## src/rtl/hbe_pkg.sv

```systemverilog
// Shared types, constants and state codes of the Huffman byte encoder.
// No dependencies; the files that use it refer to it by scoped names.
`default_nettype none

package hbe_pkg;

   localparam int SYM_NUM    = 256;
   localparam int SYM_W      = $clog2(SYM_NUM);
   localparam int CNT_W      = 32;
   localparam int MAX_LEN    = 32;
   localparam int LEN_W      = 6;
   localparam int LEN_MAX    = 2**LEN_W - 1;
   localparam int CODE_W     = MAX_LEN;
   localparam int NODE_NUM   = 2 * SYM_NUM;
   localparam int NODE_AW    = $clog2(NODE_NUM);
   localparam int SUM_W      = CNT_W + SYM_W;
   localparam int DEP_W      = SYM_W;
   localparam int TOT_W      = 40;
   localparam int ACC_W      = CODE_W + 8;
   localparam int REM_W      = $clog2(ACC_W + 1);
   localparam int INQ_DEPTH  = 2;
   localparam int OUTQ_DEPTH = 4;

   localparam logic [1:0] ST_OK   = 2'd0;
   localparam logic [1:0] ST_LONG = 2'd1;
   localparam logic [1:0] ST_SAT  = 2'd2;

   localparam logic KIND_DATA  = 1'b0;
   localparam logic KIND_TOTAL = 1'b1;

   typedef enum logic [1:0] {
      OP_COUNT,
      OP_BUILD,
      OP_ENCODE,
      OP_FLUSH
   } op_type;

   typedef struct packed {
      op_type           op;
      logic [SYM_W-1:0] symbol;
   } item_type;

   typedef struct packed {
      logic             kind;
      logic [7:0]       out_byte;
      logic [TOT_W-1:0] bit_total;
      logic [1:0]       status;
      logic             last;
   } res_type;

   typedef struct packed {
      logic [SUM_W-1:0]   count;
      logic [NODE_AW-1:0] id;
   } list_ent_type;

   typedef struct packed {
      logic [NODE_AW-1:0] left;
      logic [NODE_AW-1:0] right;
   } node_ent_type;

   typedef struct packed {
      logic [DEP_W-1:0]  depth;
      logic [CODE_W-1:0] code;
   } dc_ent_type;

   typedef struct packed {
      logic [LEN_W-1:0]  len;
      logic [CODE_W-1:0] bits;
   } code_ent_type;

   typedef enum logic [4:0] {
      S_IDLE,
      S_CNT_WR,
      S_ENC_CHK,
      S_ENC_EMIT,
      S_FL_BYTE,
      S_FL_TOT,
      S_SC_RD,
      S_SC_CHK,
      S_IN_RD,
      S_IN_CMP,
      S_IN_PUT,
      S_MG_START,
      S_MG_R,
      S_MG_L,
      S_TR_CHK,
      S_TR_W1,
      S_TR_W2,
      S_AS_RD,
      S_AS_WR,
      S_BD_RES
   } st_type;

endpackage

`default_nettype wire

```

## src/rtl/hbe_outq.sv

```systemverilog
// Result queue between the executing back end and the result ports.
// Depends on hbe_pkg.
`default_nettype none

module hbe_outq (
   input  wire logic         clock,
   input  wire logic         reset,
   input  wire logic         res_push,
   input  hbe_pkg::res_type  res,
   output logic              res_full,
   output logic              empty,
   input  wire logic         pop,
   output hbe_pkg::res_type  head
);

   localparam int PW = $clog2(hbe_pkg::OUTQ_DEPTH);
   localparam int CW = $clog2(hbe_pkg::OUTQ_DEPTH + 1);

   hbe_pkg::res_type q_ff [hbe_pkg::OUTQ_DEPTH];
   logic [PW-1:0]    wp_ff, rp_ff;
   logic [CW-1:0]    cnt_ff;
   logic             do_push, do_pop;

   assign res_full = (cnt_ff == CW'(hbe_pkg::OUTQ_DEPTH));
   assign empty    = (cnt_ff == '0);
   assign head     = q_ff[rp_ff];
   assign do_push  = res_push && !res_full;
   assign do_pop   = pop && !empty;

   always_ff @(posedge clock) begin
      if (reset) begin
         wp_ff  <= '0;
         rp_ff  <= '0;
         cnt_ff <= '0;
      end else begin
         if (do_push) begin
            wp_ff <= wp_ff + 1'b1;
         end
         if (do_pop) begin
            rp_ff <= rp_ff + 1'b1;
         end
         if (do_push && !do_pop) begin
            cnt_ff <= cnt_ff + 1'b1;
         end else if (do_pop && !do_push) begin
            cnt_ff <= cnt_ff - 1'b1;
         end
      end
   end

   always_ff @(posedge clock) begin
      if (do_push) begin
         q_ff[wp_ff] <= res;
      end
   end

endmodule

`default_nettype wire

```

## config.mk

```make
export PLATFORM = sky130hd
export DESIGN_NAME = hbe_outq
export DESIGN_NICKNAME = d
export VERILOG_FILES = /design/src/rtl/hbe_pkg.sv /design/src/rtl/hbe_outq.sv
export SDC_FILE = /design/constraint.sdc
export NUM_CORES = 1
export LEC_CHECK = 0
export BUFFER_PORTS_ARGS = -buffer_cell sky130_fd_sc_hd__buf_2
export CELL_PAD_IN_SITES_DETAIL_PLACEMENT = 1
export CELL_PAD_IN_SITES_GLOBAL_PLACEMENT = 1
export CORE_ASPECT_RATIO = 1.25
export CORE_MARGIN = 4
export CORE_UTILIZATION = 45
export DETAILED_ROUTE_END_ITERATION = 10
export PLACE_DENSITY = 0.73
export SETUP_SLACK_MARGIN = 0.02
export SLEW_MARGIN = 30
export SYNTH_ARGS = -nofsm -noshare
export SYNTH_HDL_FRONTEND = slang
export SYNTH_SLANG_ARGS = --single-unit
export TNS_END_PERCENT = 30
```

## constraint.sdc

```tcl
create_clock -name clock -period 5.33 [get_ports clock]
set_clock_uncertainty 0.05 [all_clocks]
set_input_delay 1.066 -clock clock [delete_from_list [all_inputs] [get_ports clock]]
set_output_delay 1.066 -clock clock [all_outputs]
set_load 0.01 [all_outputs]
```

==> summary.txt, run 1 <==
Place
  • Placed cell area: ~8800 sq um
  • Dpl cells: roughly 650
  • Post-DP HPWL: just under 10 mm
  • Port Buffers: 109
  • GPL Wtd Cong: roughly 0.75
  • Place WS: 2200 ps

Clock tree
  • Root Buffer: clkbuf_16
  • Maximum clock path buffer count: 3
  • Clock latency on the worst-skew pair: a little under 500 ps
  • TritonCTS clock tree: yes
  • TritonCTS Buffers: 21
  • CTS HTree Levels: 1
  • Clock net sink count: around 220
  • Setup bufs post-CTS: 0
  • Post-CTS resize count: 0
  • Clock Pin Slew Worst Setup and Hold Paths: approximately 60 ps
  • Hold_buf cts: 0

Global routing
  • Initial antenna violation count: 1
  • Largest net degree at the start of global routing: 33
  • Vias in the first global route: slightly above 4k
  • First-pass GRT wire length: 23.7 mm
  • Remaining global-route overflow: 0
  • GRT Overall Usage: around 15%

Die
  • FP Rows: 54
  • Die Width: 127 um
  • Initial core utilization: a little under half
  • Die Y: ~160 um
  • CORE AREA: between 15000 and 20000 sq um
  • Num ports: 110
  • Die area: 20100 sq um

Yosys
  • Async SR Flop Fraction: 0%
  • Area share of the leading cell type in the synthesized netlist: a little under 80%
  • Syn_area_per_cell: 25.1 sq um
  • Netlist Area Pre-Place: about 8000 sq um
  • Sequential-to-total area share from yosys stat: about four fifths
  • Largest area contributor in the netlist: edfxtp_1
  • Seq cells post-synth: 217
  • Most frequent cell after synthesis: edfxtp_1
  • Yosys warnings: 0
  • Top FF cell, synth: edfxtp_1
  • Commonest cells post-synth: 208 x edfxtp_1, 52 x mux4_2, 9 x dfxtp_1
  • Number of synthesized flops with an enable pin: ~210
  • Largest cells by area after synthesis: edfxtp_1 78%, mux4_2 15%, dfxtp_1 2.2%
  • Yosys cell types: 23
  • Synth Instances: 320
  • Syn_nets: 382

Pwr
  • Worst IR drop on VDD: around 0.19 mV
  • Post-layout total power: ~4.7 mW
  • Pwr dens: 489 nW/um^2
  • Leakage: between 3 and 4 nW

Min path
  • Worst hold path type: flip-flop to flip-flop
  • WHS Path Cells: 2

Detailed routing
  • Initial DRC count: roughly 250
  • DR vias/cell: 5.22
  • Post-route ant nets: 0
  • Avg WL per Cell: 22.0 um
  • DR pass1 iterations: 4
  • Via count: ~3.6k
  • Post-route DRC: 0
  • Drt total wl: between 15 and 20 mm

Final layout
  • Area growth syn-to-layout: 18.5%
  • NumNets Final: 508
  • Design area: 9510 sq um
  • Ratio of cells with drive above 1 in the final layout: 45.1%
  • Final Util: between 50% and 60%
  • Finished Layout Cells: a little under 700
  • Ant diodes: 0

STA
  • Final Critical Period: about 3400 ps
  • Hold violation total from the final report: 0
  • Worst-Margin Slew: 803 ps
  • Final setup fails: 0
  • TNS Setup: 0 ps
  • Max Fclk: roughly 290 MHz
  • Min Hold Slack: 481 ps
  • RSZ-0062 raised after global routing: false
  • Slew Limit Fails: 0
  • Slew HR: a little under half
  • Setup WS post-layout: 1890 ps
  • Final period util: between 60% and 70%

Worst setup path
  • CP max FO: 32
  • Worst setup path category: flip-flop to primary output
  • R2R depth: 4
  • CP arrival: 2320 ps
  • Critical Path RT: 4210 ps
  • Kind of end point of the critical path: primary output
  • Crit start category: flip-flop

Flow run
  • Max Cap Violations: 0

Outcome
  • Status: finished, final reports clean
-- kinds of logic after synthesis --
kind of cell             count (synthesis)  synth area share, %
XOR/XNOR                                 4                0.436
adder cells (fa/ha/maj)                  6                 1.03
AO/OA/AOI/OAI                            6                0.514
flip-flops                             217                 80.0
multiplexers                            54                 14.8
buffers and inverters                   17                 1.98
AND/OR/NAND/NOR                         16                 1.15
-- cells in the final DEF (no fill, tap or decap), types with 2 or more instances in the layout --
master | netlist | layout
ha_1 | 5 | 5
nor2_1 | 5 | 5
clkbuf_1 | 2 | 2
nand2b_1 | 2 | 2
inv_1 | 4 | 4
buf_2 | 5 | 109
and2_2 | 0 | 4
o21ai_0 | 2 | 2
mux4_2 | 52 | 52
xor2_1 | 4 | 4
mux2i_1 | 2 | 2
dfxtp_1 | 9 | 7
buf_4 | 0 | 5
clkinv_1 | 0 | 5
clkbuf_16 | 0 | 21
bufinv_16 | 0 | 4
edfxtp_1 | 208 | 208
clkinv_2 | 0 | 4
buf_12 | 5 | 2
or3_1 | 2 | 2
a21oi_1 | 2 | 2
-- power breakdown --
group	switching, mW	internal (mW)
sequential	0.0995	2.05
clock	0.592	0.921
combinational	0.489	0.500
total	1.18	3.48
-- final cells by class --
class                      instances  area, sq um
clock buffer                      23          533
clock inverter                    15          184
fill                            1538         7990
inverter                           4         15.0
multi-input combinational         86         1450
sequential                       217         6430
tap                              224          280
timing repair buffer             116          623
-- flip-flops by register name, summed over array words and instances, names as in the netlist, named ones only --
register  flops
cnt_ff        3
q_ff        208
rp_ff         2
wp_ff         2
-- metal layers --
metal / vias to the layer above / routed length (um) / GRT usage (%)
met5: - / 13 / 0
met4: 2 / 283 / 4.45
met3: 28 / 755 / 3.05
met2: 81 / 7920 / 26.7
met1: 1861 / 6060 / 20.0
li1: 1602 / - / -
-- critical path, stage by stage (launching register included) --
cell and delay (ps):
dfxtp_2 690, buf_4 530, mux4_2 410, buf_2 160
-- final timing paths --
kind / slack, ps / to / start
worst min register to register: 480 / wp_ff[1] / wp_ff[1]
worst min-delay path: 480 / wp_ff[1] / wp_ff[1]
worst max-delay path: 1890 / head[42] / flip-flop
worst max register to register: 2880 / q_ff[0][12] / cnt_ff[0]
(Power assumes the default switching activity.)
==> inputs of run 2 (changes only) <==
--- a/config.mk
+++ b/config.mk
@@ -12,7 +12,7 @@
 export CORE_MARGIN = 4
 export CORE_UTILIZATION = 45
 export DETAILED_ROUTE_END_ITERATION = 10
-export PLACE_DENSITY = 0.73
+export PLACE_DENSITY = 0.76
 export SETUP_SLACK_MARGIN = 0.02
 export SLEW_MARGIN = 30
 export SYNTH_ARGS = -nofsm -noshare
==> constraint.sdc (replaced) <==
create_clock -name clock -period 2.8 [get_ports clock]
set_clock_uncertainty 0.05 [all_clocks]
set_input_delay 0.56 -clock clock [delete_from_list [all_inputs] [get_ports clock]]
set_output_delay 0.56 -clock clock [all_outputs]
set_load 0.01 [all_outputs]
==> run 2 against run 1 <==
Compared with the run above: clock power rose by 70%; via count rose by 1.3%; final cell count rose by 0.88%; core utilization rose by 0.057 points; hold slack got worse by 260 ps; sequential cell count did not move; critical path depth did not move; sequential share of layout area fell by 0.071 points; die area did not move; final area rose by 0.11%; largest cell class unchanged.
==> summary.txt, run 2 (same netlist as run 1, synthesis figures left out) <==
Outcome
  • Status: finished, final reports clean

Place
  • Post-DP HPWL: 9.49 mm
  • GPL Wtd Cong: a little under 0.7
  • Placed cell area: between 8000 and 9000 sq um
  • Port Buffers: 109
  • Place WS: roughly 450 ps

STA
  • Final setup fails: 0
  • Slew HR: between 60% and 70%
  • Final Critical Period: 2590 ps
  • Hold violation total from the final report: 0
  • Setup WS post-layout: approximately 210 ps
  • TNS Setup: 0 ps
  • Final period util: 92.6%
  • Slew Limit Fails: 0
  • RSZ-0062 raised after global routing: false
  • Max Fclk: 386 MHz
  • Worst-Margin Slew: ~560 ps

Final layout
  • Max reg flops: around 210
  • Most frequent cells in the layout: 208 x edfxtp_1, 109 x buf_2, 52 x mux4_2
  • Biggest regs: q_ff x208, cnt_ff x3
  • Ratio of cells with drive above 1 in the final layout: between 40% and 50%
  • Final Util: 54.4%
  • NumNets Final: 514
  • Area growth syn-to-layout: 18.6%
  • Largest reg by FF count: q_ff
  • Most common cell after layout, fill and taps aside: edfxtp_1
  • Design area: 9520 sq um
  • Ant diodes: 0

Clock tree
  • Setup bufs post-CTS: 0
  • Root Buffer: clkbuf_16
  • Hold_buf cts: 0
  • Maximum clock path buffer count: 3
  • TritonCTS clock tree: yes
  • CTS HTree Levels: 1
  • Post-CTS resize count: 0
  • TritonCTS Buffers: 22
  • Clock latency on the worst-skew pair: 500 ps
  • Clock net sink count: 217
  • Clock Pin Slew Worst Setup and Hold Paths: ~60 ps

Pwr
  • Worst IR drop on VDD: roughly 0.56 mV
  • Pwr dens: around 900 nW/um^2
  • Post-layout total power: 8.57 mW
  • Leakage: 3.22 nW

Global routing
  • Remaining global-route overflow: 0
  • GRT Overall Usage: between 15 and 20%
  • Largest net degree at the start of global routing: 53
  • GR peak layer: met2
  • M3 GR Usage: 2.61%
  • GR Util met2: between 20% and 30%
  • Initial antenna violation count: 1
  • Vias in the first global route: between 4k and 5k
  • Global Route met1 Usage: between 15 and 20%
  • First-pass GRT wire length: approximately 23 mm

Detailed routing
  • Initial DRC count: between 200 and 300
  • DR vias/cell: ~5.2
  • DR pass1 iterations: 4
  • Post-route ant nets: 0
  • Via count: about 3.6k
  • Drt total wl: 15.1 mm
  • Post-route DRC: 0
  • Avg WL per Cell: 21.9 um

Worst setup path
  • Critical Path RT: around 2200 ps
  • Kind of end point of the critical path: primary output
  • CP max FO: 52
  • Crit start category: flip-flop
  • Reg2Reg Setup Slack: ~520 ps
  • CP arrival: 1980 ps
  • Worst setup path category: flip-flop to primary output

Flow run
  • Max Cap Violations: 0

Die
  • FP Rows: 54
  • Die area: around 20000 sq um
  • Initial core utilization: a little under half
  • Die Width: about 130 um
  • Num ports: 110
  • CORE AREA: approximately 17000 sq um
  • Die Y: around 160 um

Min path
  • Worst hold path type: input pin to flip-flop
run 2: path summary, 6_finish.rpt:
| kind | start | endpoint | cells after the start |
|---|---|---|---|
| hold reg to reg | wp_ff[1] | wp_ff[1] | 2 |
| setup reg to reg | cnt_ff[0] | cnt_ff[2] | 8 |
| setup / recovery | flip-flop | head[24] | 3 |
| hold / removal | res[45] | q_ff[0][45] | 1 |
run 2: layout make-up:
type	instances	area (sq um)
multi-input combinational	86	1450
tap	224	280
clock buffer	28	573
timing repair buffer	121	711
sequential	217	6430
inverter	4	15.0
fill	1558	7980
clock inverter	11	66.3
run 2: worst max-delay path, cell delays in order (launching register included):
cell	delay, ps
dfxtp_4	350
buf_12	360
mux4_2	590
buf_2	160
run 2: report_power, final:
part           switching [mW]  leakage (nW)  internal, mW
sequential              0.126          1.98          3.91
combinational           0.989         0.924         0.973
clock                    1.12         0.311          1.45
total                    2.23          3.22          6.33
run 2: per-layer routing:
layer	up-vias	wire, um
li1	1611	-
met1	1883	5660
met2	99	8500
met3	24	672
met4	2	274
met5	-	13
run 2: stage by stage:
stage | hold slack [ps] | instances
final | 223 | 691
after floorplan | 432 | 320
after CTS | 204 | 691
after global placement | 444 | 652
after detailed placement | 473 | 652
after global routing | 206 | 691
==> inputs of run 3 (changes only) <==
--- a/config.mk
+++ b/config.mk
@@ -6,13 +6,11 @@
 export NUM_CORES = 1
 export LEC_CHECK = 0
 export BUFFER_PORTS_ARGS = -buffer_cell sky130_fd_sc_hd__buf_2
-export CELL_PAD_IN_SITES_DETAIL_PLACEMENT = 1
-export CELL_PAD_IN_SITES_GLOBAL_PLACEMENT = 1
 export CORE_ASPECT_RATIO = 1.25
 export CORE_MARGIN = 4
 export CORE_UTILIZATION = 45
 export DETAILED_ROUTE_END_ITERATION = 10
-export PLACE_DENSITY = 0.76
+export PLACE_DENSITY = 0.68
 export SETUP_SLACK_MARGIN = 0.02
 export SLEW_MARGIN = 30
 export SYNTH_ARGS = -nofsm -noshare
==> run 3 against run 2 <==
Compared with the run above: final cell count grew 0.58%; final area grew 0.12%; worst setup slack improved by 68 ps; critical path depth is the same; core utilization is 0.064 points higher; register-to-register slack improved by 60 ps; first-iteration DRC count shrank 5.9%; die area unchanged.
==> summary.txt, run 3 (same netlist as run 1, synthesis figures left out) <==
Clock tree
  • Clock latency on the worst-skew pair: ~500 ps
  • Maximum clock path buffer count: 3
  • Clock net sink count: 217
  • Post-CTS resize count: 0
  • Root Buffer: clkbuf_16
  • TritonCTS clock tree: yes
  • CTS HTree Levels: 1
  • Clock Pin Slew Worst Setup and Hold Paths: approximately 60 ps
  • Setup bufs post-CTS: 0
  • TritonCTS Buffers: 21
  • Hold_buf cts: 0

Pwr
  • Pwr dens: roughly 900 nW/um^2
  • Leakage: between 3 and 4 nW
  • Worst IR drop on VDD: between 0.5 and 0.6 mV

Detailed routing
  • Drt total wl: ~14 mm
  • DR vias/cell: around 5.2
  • Avg WL per Cell: 19.9 um
  • Post-route ant nets: 0
  • Post-route DRC: 0
  • Via count: 3593
  • Initial DRC count: 240
  • DR pass1 iterations: 4

Worst setup path
  • CP arrival: 1920 ps
  • Crit start category: flip-flop
  • Kind of end point of the critical path: primary output
  • Critical Path RT: 2190 ps
  • Worst setup path category: flip-flop to primary output
  • CP max FO: 25

STA
  • Max Fclk: just under 400 MHz
  • Worst-Margin Slew: between 400 and 500 ps
  • RSZ-0062 raised after global routing: false
  • Final Critical Period: 2530 ps
  • Final setup fails: 0
  • Min Hold Slack: roughly 230 ps
  • TNS Setup: 0 ps
  • Final period util: 90.2%
  • Slew HR: between 70% and 80%
  • Hold violation total from the final report: 0
  • Slew Limit Fails: 0

Final layout
  • Ant diodes: 0
  • Ratio of cells with drive above 1 in the final layout: 46.3%
  • NumNets Final: around 520
  • Largest reg by FF count: q_ff
  • Sequential Area: approximately 6400 sq um
  • Area growth syn-to-layout: 18.8%
  • Biggest regs: q_ff x208, cnt_ff x3
  • Multi-input combinational cell area: about 1400 sq um
  • Max reg flops: approximately 210
  • Fill cell count: roughly 1.3k
  • Most frequent cells in the layout: 208 x edfxtp_1, 109 x buf_2, 52 x mux4_2
  • Most common cell after layout, fill and taps aside: edfxtp_1

Place
  • Post-DP HPWL: approximately 8.5 mm
  • GPL Wtd Cong: around 0.73
  • Port Buffers: 109

Global routing
  • GRT Overall Usage: roughly 14%
  • Global Route met1 Usage: between 15 and 20%
  • Vias in the first global route: ~3.9k
  • GR Util met2: 24.4%
  • Largest net degree at the start of global routing: 53
  • Remaining global-route overflow: 0
  • GR peak layer: met2
  • M3 GR Usage: between 3 and 4%
  • Initial antenna violation count: 1
  • First-pass GRT wire length: ~21 mm

Die
  • Die area: about 20000 sq um
  • Num ports: 110
  • CORE AREA: about 17000 sq um
  • Die Width: 127 um
  • Initial core utilization: roughly 46%
  • Die Y: 157 um
  • FP Rows: 54

Outcome
  • Status: finished, final reports clean

Flow run
  • Max Cap Violations: 0

Min path
  • Worst hold path type: input pin to flip-flop
-- run 3: area by class of cell --
type / count / share of cell area [%]
clock buffers: 23 / 5.59
clock inverters: 14 / 1.02
inverters: 4 / 0.157
multi-input cells: 86 / 15.2
flip-flops and latches: 217 / 67.4
well taps: 224 / 2.94
repair buffers: 127 / 7.66
-- run 3: power breakdown --
| part | internal (mW) | switching [mW] |
|---|---|---|
| logic | 1.02 | 0.969 |
| clock network | 1.47 | 1.11 |
| registers | 3.91 | 0.128 |
-- run 3: critical path: stages, from the launching register on --
cell and delay (ps):
dfxtp_4 440, buf_12 250, mux4_2 560, buf_2 160
-- run 3: layer usage --
layer / routed length, um / part of all wire, %
met4: 237 / 1.7
met2: 7180 / 52
met1: 5540 / 40
met5: 13 / 0.094
met3: 869 / 6.3
-- run 3: final timing paths --
path	start	end	slack, ps	depth (start not counted)
max	flip-flop	head[12]	270	3
min	res[9]	q_ff[2][9]	230	1
max reg2reg	cnt_ff[0]	cnt_ff[2]	580	8
min reg2reg	rp_ff[0]	rp_ff[0]	480	2
-- run 3: through the flow --
stage / power [mW] / util (%) / instance area [sq um] / instances / worst slack [ps]
finish: 8.60 / 54.5 / 9540 / 695 / 274
global route: 9.05 / 54.5 / 9540 / 695 / 161
CTS: 8.71 / 54.2 / 9480 / 688 / 68.2
detailed placement: 6.10 / 50.6 / 8850 / 651 / 453
global placement: 6.05 / 50.6 / 8850 / 651 / 578
floorplan: 5.47 / - / 8030 / 320 / 266
