**src/rtl/hbe_pkg.sv**
```systemverilog
// Shared types, constants and state codes of the Huffman byte encoder.
// No dependencies; the files that use it refer to it by scoped names.
`default_nettype none

package hbe_pkg;

   localparam int SYM_NUM    = 256;
   localparam int SYM_W      = $clog2(SYM_NUM);
   localparam int CNT_W      = 32;
   localparam int MAX_LEN    = 32;
   localparam int LEN_W      = 6;
   localparam int LEN_MAX    = 2**LEN_W - 1;
   localparam int CODE_W     = MAX_LEN;
   localparam int NODE_NUM   = 2 * SYM_NUM;
   localparam int NODE_AW    = $clog2(NODE_NUM);
   localparam int SUM_W      = CNT_W + SYM_W;
   localparam int DEP_W      = SYM_W;
   localparam int TOT_W      = 40;
   localparam int ACC_W      = CODE_W + 8;
   localparam int REM_W      = $clog2(ACC_W + 1);
   localparam int INQ_DEPTH  = 2;
   localparam int OUTQ_DEPTH = 4;

   localparam logic [1:0] ST_OK   = 2'd0;
   localparam logic [1:0] ST_LONG = 2'd1;
   localparam logic [1:0] ST_SAT  = 2'd2;

   localparam logic KIND_DATA  = 1'b0;
   localparam logic KIND_TOTAL = 1'b1;

   typedef enum logic [1:0] {
      OP_COUNT,
      OP_BUILD,
      OP_ENCODE,
      OP_FLUSH
   } op_type;

   typedef struct packed {
      op_type           op;
      logic [SYM_W-1:0] symbol;
   } item_type;

   typedef struct packed {
      logic             kind;
      logic [7:0]       out_byte;
      logic [TOT_W-1:0] bit_total;
      logic [1:0]       status;
      logic             last;
   } res_type;

   typedef struct packed {
      logic [SUM_W-1:0]   count;
      logic [NODE_AW-1:0] id;
   } list_ent_type;

   typedef struct packed {
      logic [NODE_AW-1:0] left;
      logic [NODE_AW-1:0] right;
   } node_ent_type;

   typedef struct packed {
      logic [DEP_W-1:0]  depth;
      logic [CODE_W-1:0] code;
   } dc_ent_type;

   typedef struct packed {
      logic [LEN_W-1:0]  len;
      logic [CODE_W-1:0] bits;
   } code_ent_type;

   typedef enum logic [4:0] {
      S_IDLE,
      S_CNT_WR,
      S_ENC_CHK,
      S_ENC_EMIT,
      S_FL_BYTE,
      S_FL_TOT,
      S_SC_RD,
      S_SC_CHK,
      S_IN_RD,
      S_IN_CMP,
      S_IN_PUT,
      S_MG_START,
      S_MG_R,
      S_MG_L,
      S_TR_CHK,
      S_TR_W1,
      S_TR_W2,
      S_AS_RD,
      S_AS_WR,
      S_BD_RES
   } st_type;

endpackage

`default_nettype wire

```
**src/rtl/hbe_front.sv**
```systemverilog
// Input side: decodes the function code and holds a short queue of items.
// Depends on hbe_pkg.
`default_nettype none

module hbe_front (
   input  wire logic              clock,
   input  wire logic              reset,
   input  wire logic              push,
   output logic                   full,
   input  wire logic [1:0]        req_func,
   input  wire logic [7:0]        req_symbol,
   output logic                   item_valid,
   output hbe_pkg::item_type      item,
   input  wire logic              item_pop
);

   localparam int PW = $clog2(hbe_pkg::INQ_DEPTH);
   localparam int CW = $clog2(hbe_pkg::INQ_DEPTH + 1);

   hbe_pkg::item_type q_ff [hbe_pkg::INQ_DEPTH];
   hbe_pkg::item_type dec;
   logic [PW-1:0]     wp_ff, wp_in, rp_ff, rp_in;
   logic [CW-1:0]     cnt_ff, cnt_in;
   logic              do_push, do_pop;

   // classify the function code
   always_comb begin
      dec.symbol = req_symbol;
      unique case (req_func)
         2'd0: dec.op = hbe_pkg::OP_COUNT;
         2'd1: dec.op = hbe_pkg::OP_BUILD;
         2'd2: dec.op = hbe_pkg::OP_ENCODE;
         2'd3: dec.op = hbe_pkg::OP_FLUSH;
      endcase
   end

   assign full       = (cnt_ff == CW'(hbe_pkg::INQ_DEPTH));
   assign item_valid = (cnt_ff != '0);
   assign item       = q_ff[rp_ff];
   assign do_push    = push && !full;
   assign do_pop     = item_pop && item_valid;

   always_comb begin
      wp_in  = wp_ff;
      rp_in  = rp_ff;
      cnt_in = cnt_ff;
      if (do_push) begin
         wp_in = (wp_ff == PW'(hbe_pkg::INQ_DEPTH - 1)) ? '0 : wp_ff + 1'b1;
      end
      if (do_pop) begin
         rp_in = (rp_ff == PW'(hbe_pkg::INQ_DEPTH - 1)) ? '0 : rp_ff + 1'b1;
      end
      if (do_push && !do_pop) begin
         cnt_in = cnt_ff + 1'b1;
      end else if (do_pop && !do_push) begin
         cnt_in = cnt_ff - 1'b1;
      end
   end

   always_ff @(posedge clock) begin
      if (reset) begin
         wp_ff  <= '0;
         rp_ff  <= '0;
         cnt_ff <= '0;
      end else begin
         wp_ff  <= wp_in;
         rp_ff  <= rp_in;
         cnt_ff <= cnt_in;
      end
   end

   always_ff @(posedge clock) begin
      if (do_push) begin
         q_ff[wp_ff] <= dec;
      end
   end

endmodule

`default_nettype wire

```
**config.mk**
```make
export PLATFORM = sky130hd
export DESIGN_NAME = hbe_front
export DESIGN_NICKNAME = d
export VERILOG_FILES = /design/src/rtl/hbe_pkg.sv /design/src/rtl/hbe_front.sv
export SDC_FILE = /design/constraint.sdc
export NUM_CORES = 1
export LEC_CHECK = 0
export ABC_AREA = 1
export BUFFER_PORTS_ARGS = -buffer_cell sky130_fd_sc_hd__buf_2
export CAP_MARGIN = 20
export CORE_UTILIZATION = 45
export CTS_CLUSTER_SIZE = 28
export DETAILED_ROUTE_END_ITERATION = 7
export PLACE_DENSITY = 0.77
export SLEW_MARGIN = 15
export SYNTH_ARGS = -nofsm -noshare
export SYNTH_HDL_FRONTEND = slang
export SYNTH_SLANG_ARGS = --single-unit
```
**constraint.sdc**
```tcl
create_clock -name clock -period 1.4 [get_ports clock]
set_clock_uncertainty 0.1 [all_clocks]
set_input_delay 0.35 -clock clock [delete_from_list [all_inputs] [get_ports clock]]
set_output_delay 0.35 -clock clock [all_outputs]
set_load 0.02 [all_outputs]
```
==> results.sh, run 1 <==
export IMPL_clock_fmax_mhz=580
export IMPL_status="finished with violations"
export IMPL_cts_hold_buf=0
export IMPL_critPathKind="flip-flop to primary output"
export IMPL_rsz0062_at_grt="true"
export IMPL_slew_headroom=0.875
export IMPL_hold_depth=1
export IMPL_ys_ff_latch=25
export IMPL_finalPower_mw=2.60
export IMPL_drv_slew=0
export IMPL_multi_input_area_um2=309
export IMPL_irDropWorstVdd_v=0.00123
export IMPL_dp_hpwl_mm=1.05
export IMPL_worst_setup_path_end_kind="primary output"
export IMPL_nFillCells=136
export IMPL_gp_congestion=0.643
export IMPL_yosys_area_top_type="edfxtp_1"
export IMPL_violations="negative setup slack"
export IMPL_synthTopCellsByArea="edfxtp_1 (62%), mux2_2 (12%), dfxtp_1 (10%)"
export IMPL_r2r_slack_ns=0.04
export IMPL_fin_hold_ws_ns=0.115
export IMPL_grt_start_max_net_pins=14
export IMPL_path_max_fanout=5
export IMPL_grt_util_all_layers=0.163
export IMPL_cts_sinks=25
export IMPL_cts_tree="yes"
export IMPL_met3_usage=0.0283
export IMPL_grt_pass1_vias=609
export IMPL_period_share=1.23
export IMPL_final_net_count=123
export IMPL_leakage_nw=0.603
export IMPL_ff_latch_area_um2=709
export IMPL_syn_nets=85
export IMPL_cpMaxStageDelayCell="dfxtp_4"
export IMPL_slowest_delay_ns=0.40
export IMPL_synth_warnings=0
export IMPL_firstDrtPassIters=3
export IMPL_drtAntennaViolNets=0
export IMPL_setup_viol=12
export IMPL_crit_arrival_ns=1.28
export IMPL_vias=651
export IMPL_pin_count=26
export IMPL_overflow=0
export IMPL_r2r_start="cnt_ff[1]$_SDFFE_PP0P_"
export IMPL_globalRouteMet2Util=0.289
export IMPL_place_ws_ns=-0.0284
export IMPL_min_period_ns=1.73
export IMPL_hp_class="input port to flip-flop"
export IMPL_hold_start="req_symbol[5]"
export IMPL_htree_levels=1
export IMPL_drc=0
export IMPL_r2r_end="q_ff[0][3]$_DFFE_PP_"
export IMPL_top_usage_layer="met2"
export IMPL_tightest_slew_ns=0.187
export IMPL_clk_path_buf_depth=2
export IMPL_drt_iter0_drc=12
export IMPL_cts_made_buffers=3
export IMPL_die_w_um=48.4
export IMPL_synth_flop_cell="edfxtp_1"
export IMPL_die_area_um2=2340
export IMPL_setup_slack_ns=-0.326
export IMPL_dp_cells=126
export IMPL_synth_distinct_cells=15
export IMPL_finalWirelength_mm=1.73
export IMPL_start_util=0.484
export IMPL_layout_drive_gt1_share=0.589
export IMPL_finalHoldViolations=0
export IMPL_fp_row_count=16
export IMPL_maxCapViolCount=0
export IMPL_reg2reg_depth=5
export IMPL_hold_path_end="q_ff[0][5]$_DFFE_PP_"
export IMPL_coreArea_um2=2000
export IMPL_power_density_nw_per_um2=1810
export IMPL_die_h_um=48.4
export IMPL_critPathLaunchType="flip-flop"
export IMPL_fin_cells=134
export IMPL_seq_area_frac_synth=0.723
export IMPL_path_cells="buf_16 -> mux2_4 -> buf_6"
export IMPL_synth_avg_cell_area_um2=13.9
export IMPL_clock_latency_ns=0.31
export IMPL_vias_per_cell=4.86
export IMPL_antenna_found_initial=0
export IMPL_finalSetupTns_ns=-3.24
export IMPL_grt_pass1_wl_mm=2.75
export IMPL_ys_async_sr_fraction=0
export IMPL_required_ns=0.95
export IMPL_synth_area_um2=970
export IMPL_synth_top_area_share=0.619
export IMPL_clkTransAtPathRegs_ns=0.13
export IMPL_use_met1=0.180
export IMPL_clockRootBuffer="clkbuf_4"
export IMPL_area_growth_pct=48.4
export IMPL_portBuffers=25
export IMPL_synth_cells=70
export IMPL_num_antenna_cells=0
export IMPL_synth_edff_count=20
export IMPL_wl_per_cell_um=12.9
-- sequential cells by signal, indices dropped and copies added (netlist names), named ones only --
name and count:
rp_ff 1, q_ff 20, cnt_ff 2, wp_ff 1
-- cells in the final DEF, fill, tap and decap left out, types with 2 or more instances in the layout --
cell      count
nand2_1       5
a21oi_1       2
buf_4         7
dfxtp_4       2
mux2_4       10
inv_1         4
buf_2        13
buf_6        14
nor2_1        6
dfxtp_1       2
clkbuf_4      3
edfxtp_1     20
inv_4         3
-- power by group --
group	total, mW	switching [mW]	internal [mW]
Sequential	1.05	0.0860	0.962
Clock	0.310	0.199	0.111
Combinational	1.25	0.568	0.679
Total	2.60	0.853	1.75
-- how the worst max path moves through the flow --
stage                     cells past startpoint              startpoint                endpoint
after floorplan                               2  cnt_ff[0]$_SDFFE_PP0P_    q_ff[1][0]$_DFFE_PP_
after global placement                        3               flip-flop                 item[6]
after detailed placement                      9  cnt_ff[1]$_SDFFE_PP0P_  cnt_ff[1]$_SDFFE_PP0P_
after CTS                                     3               flip-flop                 item[0]
after global routing                          3               flip-flop                 item[7]
final                                         3               flip-flop                 item[7]
-- Yosys cell counts, types with 2 or more instances --
cell type	count
nor2_1	8
clkbuf_1	2
edfxtp_1	20
inv_1	7
dfxtp_1	5
nand2_1	7
mux2_2	10
a21oi_1	2
o21ai_0	2
nand3_1	2
-- cell families (layout without fill, tap and decap cells) --
kind of cell,count (synthesis),after routing,synth area share
AO/OA/AOI/OAI,5,5,0.0297
adder cells (fa/ha/maj),1,1,0.0129
flip-flops,25,25,0.723
AND/OR/NAND/NOR,18,18,0.0748
multiplexers,10,10,0.116
buffers and inverters,11,48,0.0439
-- routing by layer --
layer	vias to the layer above	part of all wire
li1	315	-
met1	307	0.42
met2	22	0.51
met3	7	0.036
met4	0	0.036
met5	-	0
-- critical path: cells and delay by family, from the launching register on --
family / cells / cell delay, ns
buf+inv: 2 / 0.25
flops: 1 / 0.40
mux: 1 / 0.31
-- per-stage QoR --
step | cell area [um^2] | utilization
2_1_floorplan | 972 | -
3_3_place_gp | 1180 | 0.591
3_5_place_dp | 1180 | 0.591
4_1_cts | 1380 | 0.688
5_1_grt | 1440 | 0.719
6_report | 1440 | 0.719
-- final cells by class --
| class | count | share of cell area |
|---|---|---|
| clock buffer | 4 | 0.0183 |
| inverter | 8 | 0.0261 |
| multi-input combinational | 34 | 0.215 |
| sequential | 25 | 0.493 |
| tap | 27 | 0.0235 |
| timing repair buffer | 36 | 0.224 |
-- repair_timing --
action	in CTS	in global routing
resized for setup	45	12
pin swaps	2	6
setup buffers	1	2
gates cloned	1	0
setup endpoints to repair	13	14
Power figures use the tool's default switching activity.
==> inputs of run 2 (changes only) <==
--- a/config.mk
+++ b/config.mk
@@ -8,10 +8,10 @@
 export ABC_AREA = 1
 export BUFFER_PORTS_ARGS = -buffer_cell sky130_fd_sc_hd__buf_2
 export CAP_MARGIN = 20
-export CORE_UTILIZATION = 45
+export CORE_UTILIZATION = 49
 export CTS_CLUSTER_SIZE = 28
 export DETAILED_ROUTE_END_ITERATION = 7
-export PLACE_DENSITY = 0.77
+export PLACE_DENSITY = 0.79
 export SLEW_MARGIN = 15
 export SYNTH_ARGS = -nofsm -noshare
 export SYNTH_HDL_FRONTEND = slang
==> constraint.sdc (replaced) <==
create_clock -name clock -period 1.9 [get_ports clock]
set_clock_uncertainty 0.1 [all_clocks]
set_input_delay 0.475 -clock clock [delete_from_list [all_inputs] [get_ports clock]]
set_output_delay 0.475 -clock clock [all_outputs]
set_load 0.02 [all_outputs]
==> results.sh, run 2 (synthesis gave the netlist of run 1 again) <==
export IMPL_status="completed"
export IMPL_grt_pass1_vias=601
export IMPL_crit_buf_inv=1
export IMPL_dr_max_layer_used="met4"
export IMPL_setup_viol=0
export IMPL_clock_latency_ns=0.30
export IMPL_clock_fmax_mhz=546
export IMPL_finalHoldViolations=0
export IMPL_fin_hold_ws_ns=0.250
export IMPL_vias_per_cell=4.78
export IMPL_pin_count=26
export IMPL_finalWirelength_mm=1.42
export IMPL_fp_row_count=15
export IMPL_final_net_count=116
export IMPL_route_met2_wl_um=702
export IMPL_path_max_fanout=10
export IMPL_drt_iter0_drc=6
export IMPL_tightest_slew_ns=0.219
export IMPL_finalSetupTns_ns=0
export IMPL_leakage_nw=0.491
export IMPL_critPathLaunchType="flip-flop"
export IMPL_coreArea_um2=1780
export IMPL_final_common_cell="buf_2"
export IMPL_overflow=0
export IMPL_setup_slack_ns=0.0674
export IMPL_crit_arrival_ns=1.26
export IMPL_fin_cells=125
export IMPL_wl_per_cell_um=11.4
export IMPL_antenna_found_initial=0
export IMPL_grt_pass1_wl_mm=2.31
export IMPL_layout_drive_gt1_share=0.450
export IMPL_slew_headroom=0.854
export IMPL_cts_sinks=25
export IMPL_maxCapViolCount=0
export IMPL_critPathKind="flip-flop to primary output"
export IMPL_die_h_um=46.5
export IMPL_wl_met1_um=616
export IMPL_hp_class="input port to flip-flop"
export IMPL_num_antenna_cells=0
export IMPL_start_util=0.544
export IMPL_required_ns=1.32
export IMPL_power_density_nw_per_um2=1260
export IMPL_die_area_um2=2160
export IMPL_largest_register_ffs=20
export IMPL_htree_levels=1
export IMPL_cts_tree="yes"
export IMPL_gp_congestion=0.666
export IMPL_portBuffers=25
export IMPL_grt_start_max_net_pins=14
export IMPL_dp_hpwl_mm=1.06
export IMPL_slowest_delay_ns=0.45
export IMPL_dr_wl_met3_um=80
export IMPL_clkTransAtPathRegs_ns=0.12
export IMPL_min_period_ns=1.83
export IMPL_clockRootBuffer="clkbuf_4"
export IMPL_regMostFlops="q_ff"
export IMPL_drv_slew=0
export IMPL_cpMaxStageDelayCell="dfxtp_4"
export IMPL_irDropWorstVdd_v=0.000830
export IMPL_firstDrtPassIters=4
export IMPL_place_ws_ns=0.185
export IMPL_drc=0
export IMPL_clk_path_buf_depth=2
export IMPL_crit_family="flip-flops"
export IMPL_worst_setup_path_end_kind="primary output"
export IMPL_period_share=0.965
export IMPL_dp_cells=121
export IMPL_rsz0062_at_grt="false"
export IMPL_cts_made_buffers=3
export IMPL_reg_largest_list="q_ff x20, cnt_ff x2"
export IMPL_die_w_um=46.5
export IMPL_drtAntennaViolNets=0
export IMPL_area_growth_pct=21.0
export IMPL_vias=597
export IMPL_path_cells="mux2_2 -> buf_2"
export IMPL_grt_util_all_layers=0.159
export IMPL_post_route_util=0.658
export IMPL_layout_common_cells="buf_2 (25), edfxtp_1 (20), mux2_2 (10), nor2_1 (8)"
==> run 2: cell types whose count changed in the layout (fill, tap and decap cells not counted), moves of 2 or more <==
cell / previous run / this run
buf_6: 14 / 0
buf_2: 13 / 25
mux2_2: 0 / 10
mux2_4: 10 / 0
buf_4: 7 / 4
inv_1: 4 / 7
inv_4: 3 / 0
dfxtp_1: 2 / 4
nand2_1: 5 / 7
nor2_1: 6 / 8
==> run 2: timing repair <==
action / in CTS / in global routing
hold buffers: 0 / 0
endpoints found under the setup margin: 10 / 0
buffers inserted: 0 / 0
resized for setup: 2 / 0
==> run 2: final timing paths <==
| path | start | to | slack [ns] | depth (start not counted) |
|---|---|---|---|---|
| max | flip-flop | item[2] | 0.07 | 2 |
| min | req_symbol[5] | q_ff[1][5]$_DFFE_PP_ | 0.25 | 1 |
| max reg2reg | cnt_ff[0]$_SDFFE_PP0P_ | cnt_ff[1]$_SDFFE_PP0P_ | 0.41 | 8 |
| min reg2reg | rp_ff$_SDFFE_PP0P_ | flip-flop | 0.42 | 2 |
==> run 2: per-stage QoR <==
| stage | power [mW] | area, um^2 |
|---|---|---|
| after floorplan | 1.11 | 970 |
| after global placement | 1.26 | 1140 |
| after detailed placement | 1.27 | 1140 |
| after CTS | 1.49 | 1170 |
| after global routing | 1.58 | 1170 |
| final | 1.48 | 1170 |
==> run 2: where the power goes <==
| part | total, mW | switching, mW | leakage (nW) | internal, mW |
|---|---|---|---|---|
| Clock | 0.222 | 0.141 | 0.0150 | 0.0818 |
| Sequential | 0.760 | 0.0598 | 0.229 | 0.700 |
| Combinational | 0.495 | 0.293 | 0.247 | 0.203 |
==> run 2: final cells by class <==
type                    instances  area [um^2]
multi-input cells              34          226
fillers                       144          609
well taps                      25         31.3
inverters                       8         30.0
clock buffers                   4         26.3
repair buffers                 29          155
flip-flops and latches         25          704
==> run 2: per-layer routing <==
| metal | up-vias | global-route usage |
|---|---|---|
| met3 | 2 | 0.0431 |
| met5 | - | 0 |
| met2 | 17 | 0.275 |
| li1 | 301 | - |
| met1 | 277 | 0.173 |
| met4 | 0 | 0.0882 |
==> inputs of run 3 (changes only) <==
--- a/config.mk
+++ b/config.mk
@@ -8,10 +8,12 @@
 export ABC_AREA = 1
 export BUFFER_PORTS_ARGS = -buffer_cell sky130_fd_sc_hd__buf_2
 export CAP_MARGIN = 20
-export CORE_UTILIZATION = 49
+export CELL_PAD_IN_SITES_DETAIL_PLACEMENT = 0
+export CELL_PAD_IN_SITES_GLOBAL_PLACEMENT = 1
+export CORE_UTILIZATION = 40
 export CTS_CLUSTER_SIZE = 28
 export DETAILED_ROUTE_END_ITERATION = 7
-export PLACE_DENSITY = 0.79
+export PLACE_DENSITY = 0.8
 export SLEW_MARGIN = 15
 export SYNTH_ARGS = -nofsm -noshare
 export SYNTH_HDL_FRONTEND = slang
==> results.sh, run 3 (synthesis gave the netlist of run 1 again) <==
export IMPL_dp_hpwl_mm=1.06
export IMPL_layout_drive_gt1_share=0.449
export IMPL_clk_path_buf_depth=2
export IMPL_grt_pass1_wl_mm=2.28
export IMPL_crit_arrival_ns=1.28
export IMPL_min_period_ns=1.85
export IMPL_pin_count=26
export IMPL_portBuffers=25
export IMPL_hp_class="input port to flip-flop"
export IMPL_htree_levels=1
export IMPL_critPathLaunchType="flip-flop"
export IMPL_clock_latency_ns=0.31
export IMPL_num_antenna_cells=0
export IMPL_r2r_slack_ns=0.39
export IMPL_antenna_found_initial=0
export IMPL_final_net_count=114
export IMPL_die_h_um=51.2
export IMPL_fin_hold_ws_ns=0.240
export IMPL_area_growth_pct=20.3
export IMPL_die_area_um2=2630
export IMPL_power_density_nw_per_um2=1270
export IMPL_cts_made_buffers=3
export IMPL_finalHoldViolations=0
export IMPL_dp_cells=122
export IMPL_overflow=0
export IMPL_maxCapViolCount=0
export IMPL_fin_cells=126
export IMPL_tightest_slew_ns=0.232
export IMPL_cts_hold_buf=0
export IMPL_vias_per_cell=4.52
export IMPL_finalSetupTns_ns=0
export IMPL_cts_tree="yes"
export IMPL_path_max_fanout=10
export IMPL_leakage_nw=0.484
export IMPL_clockRootBuffer="clkbuf_4"
export IMPL_start_util=0.430
export IMPL_setup_slack_ns=0.0498
export IMPL_clock_fmax_mhz=540
export IMPL_grt_start_max_net_pins=15
export IMPL_drv_slew=0
export IMPL_finalWirelength_mm=1.48
export IMPL_grt_pass1_vias=520
export IMPL_vias=570
export IMPL_wl_per_cell_um=11.7
export IMPL_postCtsSetupRepairBufs=0
export IMPL_drt_iter0_drc=12
export IMPL_fp_row_count=17
export IMPL_layout_common_cells="buf_2 (24), edfxtp_1 (20), mux2_2 (10), nor2_1 (8)"
export IMPL_largest_register_ffs=20
export IMPL_regMostFlops="q_ff"
export IMPL_final_common_cell="buf_2"
export IMPL_drc=0
export IMPL_r2r_start="cnt_ff[1]$_SDFFE_PP0P_"
export IMPL_die_w_um=51.2
export IMPL_place_ws_ns=0.192
export IMPL_gp_congestion=0.654
export IMPL_cts_sinks=25
export IMPL_critPathKind="flip-flop to primary output"
export IMPL_firstDrtPassIters=4
export IMPL_slew_headroom=0.845
export IMPL_setup_viol=0
export IMPL_required_ns=1.32
export IMPL_coreArea_um2=2250
export IMPL_irDropWorstVdd_v=0.000645
export IMPL_reg_largest_list="q_ff x20, cnt_ff x2"
export IMPL_nFillCells=209
export IMPL_rsz0062_at_grt="true"
export IMPL_period_share=0.974
export IMPL_grt_util_all_layers=0.124
export IMPL_clkTransAtPathRegs_ns=0.14
export IMPL_finalPower_mw=1.48
export IMPL_hold_start="req_symbol[5]"
export IMPL_worst_setup_path_end_kind="primary output"
export IMPL_status="completed"
export IMPL_drtAntennaViolNets=0
==> run 3: changes by cell type in the layout (fill, tap and decap cells not counted) <==
| cell | change |
|---|---|
| buf_2 | -1 |
| buf_4 | -1 |
| clkbuf_1 | -1 |
| clkinv_2 | +1 |
==> run 3: power breakdown <==
group | leakage, nW | switching, mW | internal, mW
clock | 0.0177 | 0.151 | 0.0785
combinational | 0.238 | 0.293 | 0.195
sequential | 0.229 | 0.0600 | 0.700
==> run 3: path summary, 6_finish.rpt <==
| path | endpoint | cells past startpoint |
|---|---|---|
| setup / recovery | item[9] | 2 |
| hold / removal | q_ff[1][5]$_DFFE_PP_ | 1 |
| setup reg to reg | cnt_ff[1]$_SDFFE_PP0P_ | 9 |
| hold reg to reg | rp_ff$_SDFFE_PP0P_ | 2 |
==> run 3: area by class of cell <==
class | instances | area [um^2] | share of cell area
sequential | 25 | 704 | 0.604
inverter | 8 | 30.0 | 0.0258
clock inverter | 1 | 5.00 | 0.00429
tap | 28 | 35.0 | 0.0300
multi-input combinational | 34 | 226 | 0.194
clock buffer | 3 | 22.5 | 0.0193
timing repair buffer | 27 | 143 | 0.122
==> run 3: worst max-delay path, cell delays in order (launching register included) <==
cell and delay [ns]:
dfxtp_4 0.45, mux2_2 0.35, buf_2 0.16
==> run 3: what timing repair did <==
action,CTS,global route
gates cloned,0,0
gates resized for setup,2,1
setup endpoints to repair,10,3
==> run 3: per-stage QoR <==
| step | utilization | cell area, um^2 |
|---|---|---|
| floorplan | - | 970 |
| global placement | 0.502 | 1130 |
| detailed placement | 0.502 | 1130 |
| CTS | 0.516 | 1160 |
| global route | 0.517 | 1170 |
| finish | 0.517 | 1170 |
==> run 3: layer usage <==
layer | track usage | routed length [um] | up-vias
li1 | - | - | 298
met1 | 0.168 | 722 | 253
met2 | 0.189 | 654 | 17
met3 | 0.0298 | 85 | 2
met4 | 0.0541 | 12 | 0
met5 | 0 | 0 | -
